## src/design/spq_pkg.sv

```systemverilog
`timescale 1ns / 1ps

package spq_pkg;

    localparam int CAPACITY      = 16;
    localparam int PRIORITY_BITS = 16;

    localparam int DATA_W  = 32;
    localparam int PRIN_W  = 16;
    localparam int STAT_W  = 2;
    localparam int OCC_W   = 5;
    localparam int COUNT_W = $clog2(CAPACITY + 1);

    localparam logic OP_ENQ = 1'b0;
    localparam logic OP_DEQ = 1'b1;

    localparam logic [STAT_W-1:0] ST_OK    = 2'd0;
    localparam logic [STAT_W-1:0] ST_EMPTY = 2'd1;
    localparam logic [STAT_W-1:0] ST_FULL  = 2'd2;

    typedef logic signed [PRIORITY_BITS-1:0] t_prio;

    // one stored entry, handed between neighboring cells
    typedef struct packed {
        logic [DATA_W-1:0] data;
        t_prio             prio;
    } t_entry;

    // command broadcast to every cell in the row
    typedef struct packed {
        logic   enq;
        logic   deq;
        t_entry item;
    } t_cmd;

endpackage

```

## src/design/spq_cell.sv

```systemverilog
`timescale 1ns / 1ps

module spq_cell (
    input  logic            i_clk,
    input  spq_pkg::t_cmd   i_cmd,
    input  logic            i_occupied,
    input  spq_pkg::t_entry i_left,
    input  logic            i_left_shift,
    input  spq_pkg::t_entry i_right,
    output spq_pkg::t_entry o_entry,
    output logic            o_shift
);
    import spq_pkg::*;

    t_entry r_entry;
    t_entry n_entry;

    // an entry moves right when the new one sorts ahead of it; equal priority stays
    assign o_shift = !(i_occupied && (r_entry.prio <= i_cmd.item.prio));

    always_comb begin
        n_entry = r_entry;
        if (i_cmd.enq && o_shift) begin
            n_entry = i_left_shift ? i_left : i_cmd.item;
        end else if (i_cmd.deq) begin
            n_entry = i_right;
        end
    end

    always_ff @(posedge i_clk) begin
        r_entry <= n_entry;
    end

    assign o_entry = r_entry;

endmodule

```

## src/design/spq_out_buf.sv

```systemverilog
`timescale 1ns / 1ps

module spq_out_buf (
    input  logic                           i_clk,
    input  logic                           i_rst_n,
    input  logic                           i_load,
    input  logic [spq_pkg::STAT_W-1:0]     i_status,
    input  logic [spq_pkg::DATA_W-1:0]     i_data,
    input  logic [spq_pkg::OCC_W-1:0]      i_occ,
    output logic                           o_full,
    output logic                           o_valid,
    input  logic                           i_stall,
    output logic [spq_pkg::STAT_W-1:0]     o_status,
    output logic [spq_pkg::DATA_W-1:0]     o_data,
    output logic [spq_pkg::OCC_W-1:0]      o_occ
);
    import spq_pkg::*;

    typedef struct packed {
        logic [STAT_W-1:0] status;
        logic [DATA_W-1:0] data;
        logic [OCC_W-1:0]  occ;
    } t_res;

    t_res r_main;
    t_res r_skid;
    t_res w_new;
    logic r_main_vld;
    logic r_skid_vld;
    logic w_take;

    assign w_new  = '{status: i_status, data: i_data, occ: i_occ};
    assign w_take = r_main_vld && !i_stall;

    always_ff @(posedge i_clk) begin
        if (!i_rst_n) begin
            r_main_vld <= 1'b0;
            r_skid_vld <= 1'b0;
        end else begin
            if (w_take && r_skid_vld) begin
                r_main     <= r_skid;
                r_skid_vld <= 1'b0;
            end else if (i_load && (!r_main_vld || w_take)) begin
                r_main     <= w_new;
                r_main_vld <= 1'b1;
            end else if (i_load) begin
                r_skid     <= w_new;
                r_skid_vld <= 1'b1;
            end else if (w_take) begin
                r_main_vld <= 1'b0;
            end
        end
    end

    assign o_full   = r_skid_vld;
    assign o_valid  = r_main_vld;
    assign o_status = r_main.status;
    assign o_data   = r_main.data;
    assign o_occ    = r_main.occ;

endmodule

```

## src/design/sorted_priority_queue_top.sv

```systemverilog
`timescale 1ns / 1ps
// Sorted priority queue, a row of CAPACITY cells kept in ascending priority.
// Input channel: i_valid / o_stall carry one transaction per item:
//   i_operation (enqueue or dequeue), i_item_data, i_item_priority.
// Output channel: o_valid / i_stall carry one result per item:
//   o_status, o_out_data, o_occupancy_after.
// The result of an item is registered in the output buffer once accepted.
// Throughput: one item per cycle while o_stall is low. Every cell compares
//   its own priority with the broadcast one and moves its entry one place in
//   the same cycle, so the whole row updates at once; the next item sees it.
// Equal priorities leave in arrival order; a dequeue on an empty queue
//   returns all ones with the empty status, an enqueue on a full queue is
//   dropped with the full status.
// Reset (synchronous, active low) clears the entry count and the output
//   buffer; cell contents are left as they are and are never read unless
//   written after reset.
// When the receiver stalls, results collect in a two-deep output buffer;
//   o_stall rises only once both places hold a result.

module sorted_priority_queue_top (
    input  logic                                 i_clk,
    input  logic                                 i_rst_n,
    input  logic                                 i_valid,
    output logic                                 o_stall,
    input  logic                                 i_operation,
    input  logic signed [spq_pkg::DATA_W-1:0]    i_item_data,
    input  logic signed [spq_pkg::PRIN_W-1:0]    i_item_priority,
    output logic                                 o_valid,
    input  logic                                 i_stall,
    output logic        [spq_pkg::STAT_W-1:0]    o_status,
    output logic signed [spq_pkg::DATA_W-1:0]    o_out_data,
    output logic        [spq_pkg::OCC_W-1:0]     o_occupancy_after
);
    import spq_pkg::*;

    logic                  w_accept;
    logic                  w_empty;
    logic                  w_full;
    t_cmd                  w_cmd;
    logic [COUNT_W-1:0]    r_count;
    logic [COUNT_W-1:0]    n_count;
    logic [STAT_W-1:0]     w_status;
    logic [DATA_W-1:0]     w_data;
    logic [OCC_W+COUNT_W-1:0] w_occ_ext;
    logic                  w_buf_full;
    logic [DATA_W-1:0]     w_out_data;

    // neighbor links: index i is what cell i shows; one extra at the far end
    t_entry                w_ent   [CAPACITY+1];
    logic                  w_shift [CAPACITY+1];

    assign o_stall  = w_buf_full;
    assign w_accept = i_valid && !w_buf_full;
    assign w_empty  = (r_count == '0);
    assign w_full   = (r_count == COUNT_W'(CAPACITY));

    // only legal operations reach the row
    assign w_cmd.enq       = w_accept && (i_operation == OP_ENQ) && !w_full;
    assign w_cmd.deq       = w_accept && (i_operation == OP_DEQ) && !w_empty;
    assign w_cmd.item.data = i_item_data;
    assign w_cmd.item.prio = t_prio'(i_item_priority[PRIORITY_BITS-1:0]);

    // far end of the row feeds an arbitrary entry on dequeue; it is never occupied
    assign w_ent[CAPACITY] = w_ent[CAPACITY-1];

    genvar gi;
    generate
        for (gi = 0; gi < CAPACITY; gi++) begin : g_cell
            logic   w_left_shift;
            t_entry w_left;
            if (gi == 0) begin : g_head
                assign w_left_shift = 1'b0;
                assign w_left       = w_cmd.item;
            end else begin : g_body
                assign w_left_shift = w_shift[gi-1];
                assign w_left       = w_ent[gi-1];
            end
            spq_cell u_cell (
                .i_clk        (i_clk),
                .i_cmd        (w_cmd),
                .i_occupied   (COUNT_W'(gi) < r_count),
                .i_left       (w_left),
                .i_left_shift (w_left_shift),
                .i_right      (w_ent[gi+1]),
                .o_entry      (w_ent[gi]),
                .o_shift      (w_shift[gi])
            );
        end
    endgenerate
    assign w_shift[CAPACITY] = w_shift[CAPACITY-1];

    always_comb begin
        n_count = r_count;
        if (w_cmd.enq) begin
            n_count = r_count + 1'b1;
        end else if (w_cmd.deq) begin
            n_count = r_count - 1'b1;
        end
    end

    always_ff @(posedge i_clk) begin
        if (!i_rst_n) begin
            r_count <= '0;
        end else begin
            r_count <= n_count;
        end
    end

    // result of the accepted item; the front cell is read before it moves
    always_comb begin
        w_status = ST_OK;
        w_data   = '0;
        if (i_operation == OP_DEQ) begin
            if (w_empty) begin
                w_status = ST_EMPTY;
                w_data   = '1;
            end else begin
                w_data = w_ent[0].data;
            end
        end else if (w_full) begin
            w_status = ST_FULL;
        end
    end

    assign w_occ_ext = {{OCC_W{1'b0}}, n_count};

    spq_out_buf u_out_buf (
        .i_clk    (i_clk),
        .i_rst_n  (i_rst_n),
        .i_load   (w_accept),
        .i_status (w_status),
        .i_data   (w_data),
        .i_occ    (w_occ_ext[OCC_W-1:0]),
        .o_full   (w_buf_full),
        .o_valid  (o_valid),
        .i_stall  (i_stall),
        .o_status (o_status),
        .o_data   (w_out_data),
        .o_occ    (o_occupancy_after)
    );

    assign o_out_data = w_out_data;

endmodule

```

## config.mk

```make
export PLATFORM = sky130hd
export DESIGN_NAME = sorted_priority_queue_top
export DESIGN_NICKNAME = d
export VERILOG_FILES = /design/src/design/spq_pkg.sv /design/src/design/spq_cell.sv /design/src/design/spq_out_buf.sv /design/src/design/sorted_priority_queue_top.sv
export SDC_FILE = /design/constraint.sdc
export NUM_CORES = 2
export LEC_CHECK = 0
export ABC_AREA = 1
export BUFFER_PORTS_ARGS = -buffer_cell sky130_fd_sc_hd__buf_2
export CORE_MARGIN = 2
export CORE_UTILIZATION = 44
export CTS_BUF_LIST = sky130_fd_sc_hd__clkbuf_8
export DETAILED_ROUTE_END_ITERATION = 8
export HOLD_SLACK_MARGIN = 0.06
export PLACE_DENSITY = 0.6
export SLEW_MARGIN = 10
export SYNTH_ARGS = -nofsm -noshare
export SYNTH_HDL_FRONTEND = slang
export SYNTH_SLANG_ARGS = --single-unit
```

## constraint.sdc

```tcl
create_clock -name i_clk -period 4.45 [get_ports i_clk]
set_input_delay 0.2225 -clock i_clk [delete_from_list [all_inputs] [get_ports i_clk]]
set_output_delay 0.2225 -clock i_clk [all_outputs]
set_load 0.02 [all_outputs]
```

After elaboration in Yosys (flattened, before gate mapping). Cells that the tools add are included.

Memories kept: 0. Bits in latches: 0. Input bits: 53. Output and inout port bits: 41. Bits in read-only memories: 0. Word-level logic and storage cells: 223. Register bits after elaboration: 853. RAM bits: 0.

Reductions and logical operators: 85. Equal/unequal tests: 2. Divide/modulo/power cells: 0. Magnitude comparators: 32. Multiply operators: 0. Shifts and indexed selects: 0. Add/subtract/negate cells: 2. Muxes and demuxes: 57. Bitwise logic cells: 4.

Operators with widths (count): 48-bit 2-to-1 mux (45); 16-bit <= comparator (16); 39-bit 2-to-1 mux (2); 32-bit 2-to-1 mux (2); 1-bit logical AND (40); 4-bit by 5-bit less-than comparator with 1-bit output, first input constant (8); 2-bit nonzero test (17); 1-bit zero test (21); 3-bit by 5-bit less-than comparator with 1-bit output, first input constant (4); 1-bit by 5-bit less-than comparator with 1-bit output, first input constant (2); 2-bit by 5-bit less-than comparator with 1-bit output, first input constant (2); 5-bit 2-to-1 mux (2); 5-bit by 1-bit adder with 5-bit output, second input constant (1); 5-bit == test, second input constant (1); 5-bit zero test (1); 5-bit by 1-bit subtractor with 5-bit output, second input constant (1); 1-bit 2-to-1 mux (4); 2-bit 2-to-1 mux (2); 1-bit inverter (4); 2-bit AND reduction (2); 4-bit AND reduction (1); 3-bit AND reduction (1); 2-bit inequality test, second input constant (1); 2-bit OR reduction (1); 1-bit logical OR (1).

Longest topological paths before layout.
Word-level depth: 8. Gate-level depth with buffers: 20.

Modules after synthesis. A second synthesis with hierarchy kept.

Cells, all modules: 6120. Area, all modules: 53964.3 µm².

Modules (own cells, without submodules): spq_cell (g_cell[0].u_cell ...) (cells an instance 359, area each 3138.0 µm², seq. area each 1441.4 µm², instances 9); spq_cell (g_cell[4].u_cell ...) (cells an instance 356, area each 3125.5 µm², seq. area each 1441.4 µm², instances 6); spq_cell (g_cell[3].u_cell) (cells an instance 355, area each 3128.0 µm², seq. area each 1441.4 µm², instances 1); spq_out_buf (cells an instance 225, area each 2957.8 µm², seq. area each 2382.3 µm², instances 1); sorted_priority_queue_top (cells an instance 173, area each 883.3 µm², seq. area each 100.1 µm², instances 1).

Worst setup path before layout. No wires, ideal clock.

Path type: register -> register. From: register u_out_buf.r_skid_vld (netlist: u_out_buf.o_full). To: register u_out_buf.r_skid[0] (netlist name), enable pin. Slack: -0.535 ns. Buffers on the path: 0. Required time: 3.914 ns. Data arrival time: 4.449 ns. Library setup time: 0.536 ns. Stages on the path, launching flop included: 4. Path through: dfxtp_1 > inv_1 > nand2_1 > nor4_1.

Cells in the longest elaborated chain, start to end: 5. Elaborated cells between the ends (all ways): 7. Classes of those cells: 2 x bitwise; 5 x reduce/logical.

Ends and longest elaborated chain: start: declaration (line spq_out_buf.sv:29) `logic r_skid_vld;`; start signal: assignment (line spq_out_buf.sv:38) `r_skid_vld <= 1'b0;`; start signal: assignment (line spq_out_buf.sv:42) `r_skid_vld <= 1'b0;`; start signal: assignment (line spq_out_buf.sv:48) `r_skid_vld <= 1'b1;`; 1-bit zero test (line sorted_priority_queue_top.sv:53) `assign w_accept = i_valid && !w_buf_full;`; 1-bit logical AND (line sorted_priority_queue_top.sv:53); 1-bit logical AND (line spq_out_buf.sv:43) `end else if (i_load && (!r_main_vld || w_take)) begin`; 1-bit inverter (no line); 4-bit AND reduction (no line) *; end signal: assignment (line spq_out_buf.sv:47) `r_skid <= w_new;`; end: declaration (line spq_out_buf.sv:26) `t_res r_skid;`.

Mark *: on every way between the ends. The rest lies on a longest branch, timed or not. A chain may end at the register's enable or synchronous reset.

==> reports/metrics.cfg <==
[run_status]
status=finished clean

[critical_path]
crit_path_end_kind=register
required_ns=5.18
start_kind=register
worst-setup-path-type=reg2reg
path_max_fanout=48
worstPathArrival_ns=5.00

[placement]
place_area_um2=53900
post-place-ws_ns=0.434
gp_congestion=0.914
dp_hpwl_um=125000
io_buffers=93

[drt]
post-route-drc-count=0
drtAntennaViolNets=0
wl_um=181000
avgViaCountPerCell=5.54
wire_per_inst_um=21.4
drtPass1Iterations=6
drt_iter0_drc=6065
dr_total_vias=46900

[clock_network]
cts_resized=0
cts_sinks=853
clock_path_buffers=3
cts.reportedPaths.clkPinSlew_ns=0.06
cts_root_buffer=clkbuf_8
numCtsBuffers=155
insertion_delay_ns=0.91
cts-htree-levels=4
post-cts-setup-buffers=0
cts_hold_buf=52
cts_tree=built

[synth]
synth-edff-count=846
synth-compound-area-share=0.0297
syn_nets=7128
synthSimpleGateAreaFrac=0.361
synth_top_family_by_area=simple AND/OR/NAND/NOR gates
synth.most_common_cell=nand2_1
syn-instance-count=6816
ys_seq_elements=853
yosysSeqAreaShare=0.490
synthAdderAreaFrac=0.0622
muxShareOfSynthArea=0
synthDominantCellAreaShare=0.487
synth-xor-area-share=0.000504
ys.flop_type=edfxtp_1
synthTopCellsByCount=nand2_1 (3779), edfxtp_1 (846), nand3_1 (785)
synth_area_leaders=edfxtp_1 (49%), nand2_1 (27%), nand3_1 (7.5%), ha_1 (6.2%), clkbuf_1 (1.8%)
ys_types=33
synth_top_area_cell=edfxtp_1
synth-warning-count=0
async_flop_share=0
synthesis.area_um2=52100
avgSynthCellArea_um2=7.65

[sta]
tightestPinTransition_ns=1.20
setup_ws_ns=0.184
skew_ns=0.0613
hold_violations=0
slew_headroom=0.201
slew_violations=0
setup_tns_ns=0
finalCriticalPeriod_ns=4.27
fmax_ghz=0.234
setup_violations=0
fin_crit_sh=0.959
rsz0062_at_grt=false

[pwr]
p_switching_uw=11400
pwr-share-clk=0.244
p_int_uw=17200
switching_share=0.399
combPwrFrac=0.325
p_per_area_nw_per_um2=501
vdd_ir_drop_max_uv=415
seqPwrFrac=0.430
cellLeakagePower_uw=0.0278

[grt]
antenna_found_initial=12
track_usage=0.294
grt_max_degree=97
first_global_vias=44000
overflow=0
grt_first_pass_wirelength_um=276000

[floorplan]
start_util=0.443
fp.dieH_um=348
boundaryPins=94
dieWidth_um=348
rows=126
die_area_um2=121000
core_area_um2=118000

[finish]
drive_gt1_frac=0.0712
nets=7121
fin_area_um2=57200
synthToLayoutAreaGrowth_pct=9.73

[job]
maxCapViolations=0

[worst_hold_path]
min_path_type=in2reg

[cell families (layout without fill, tap and decap cells)]
kind of cell,Yosys count,in the layout
and+or+nand+nor,4724,4724
DFF,853,853
buffers and inverters,691,797
AOI/OAI and AO/OA,286,286
adders and majority gates,259,259
xor gates and xnor gates,3,3
other,0,9
[cell type report]
type,count,area (um^2)
antenna,9,22.5
clock buffer,162,2230
clock inverter,108,524
fill,11600,60600
inverter,251,942
multi-input combinational,5272,23900
sequential,853,25500
tap,1536,1920
timing repair buffer,276,2140
[critical path: stages (launching register included)]
cell and delay, ns:
dfxtp_1 0.43, inv_1 0.24, ha_1 0.28, inv_1 0.09
nor3_2 0.05, nand2_1 0.13, nand3_2 0.33, inv_2 0.65
nand2_2 0.52, inv_2 0.91, nand2_1 0.30, nand2_1 0.12
[final timing paths]
path / depth (start not counted) / slack [ns] / startpoint / end
worst max-delay path: 11 / 0.18 / r_count[0] / g_cell[8].u_cell.o_entry[21]
worst min-delay path: 8 / 0.14 / i_valid / r_count[4]
worst max register to register: 11 / 0.18 / r_count[0] / g_cell[8].u_cell.o_entry[21]
worst min register to register: 2 / 0.50 / u_out_buf.o_full / u_out_buf.o_full
[cells in the final DEF, fill, tap and decap left out, types with 14 or more instances in the layout]
cell type	n
nand2_1	3755
edfxtp_1	846
nand3_1	772
inv_1	276
ha_1	259
clkbuf_8	162
nor2_1	119
buf_4	117
o21ai_0	112
a21oi_1	94
buf_2	93
dlygate4sd3_1	52
a31oi_1	34
clkinv_1	32
nand2_2	28
inv_2	22
nand4_1	19
clkinv_2	16
nand3_2	14
o21ai_1	14
a21o_1	14
buf_12	14
[metrics by stage]
step                      hold slack [ns]  instances  utilization  power, uW
after floorplan                     0.320       6816            -      18300
after global placement              0.447       8136        0.458      21400
after detailed placement            0.452       8136        0.458      21500
after CTS                          0.0631       8458        0.485      28500
after global routing                0.155       8467        0.486      30300
final                               0.138       8467        0.486      28700
[per-layer routing]
metal / track usage / vias to the layer above / part of all wire
met2: 0.426 / 2694 / 0.42
met1: 0.437 / 21700 / 0.44
met5: 0 / - / 0
li1: - / 22200 / -
met4: 0.0956 / 0 / 0.026
met3: 0.0614 / 324 / 0.11
[power groups by stage]
| stage | clock [uW] | combinational [uW] | sequential (uW) |
|---|---|---|---|
| after floorplan | 0 | 6330 | 12000 |
| after global placement | 0 | 9000 | 12400 |
| after detailed placement | 0 | 9120 | 12400 |
| after CTS | 7080 | 9170 | 12300 |
| after global routing | 7410 | 10400 | 12500 |
| final | 7000 | 9320 | 12300 |
[state kept, by name, indices dropped and copies added, names as in the netlist]
signal                 cells
g_cell.u_cell.o_entry    768
u_out_buf.r_skid          39
u_out_buf.o_data          32
r_count                    5
u_out_buf.o_occ            5
u_out_buf.o_status         2
u_out_buf.o_full           1
u_out_buf.o_valid          1
No activity file was read; power rests on OpenSTA's default activity.
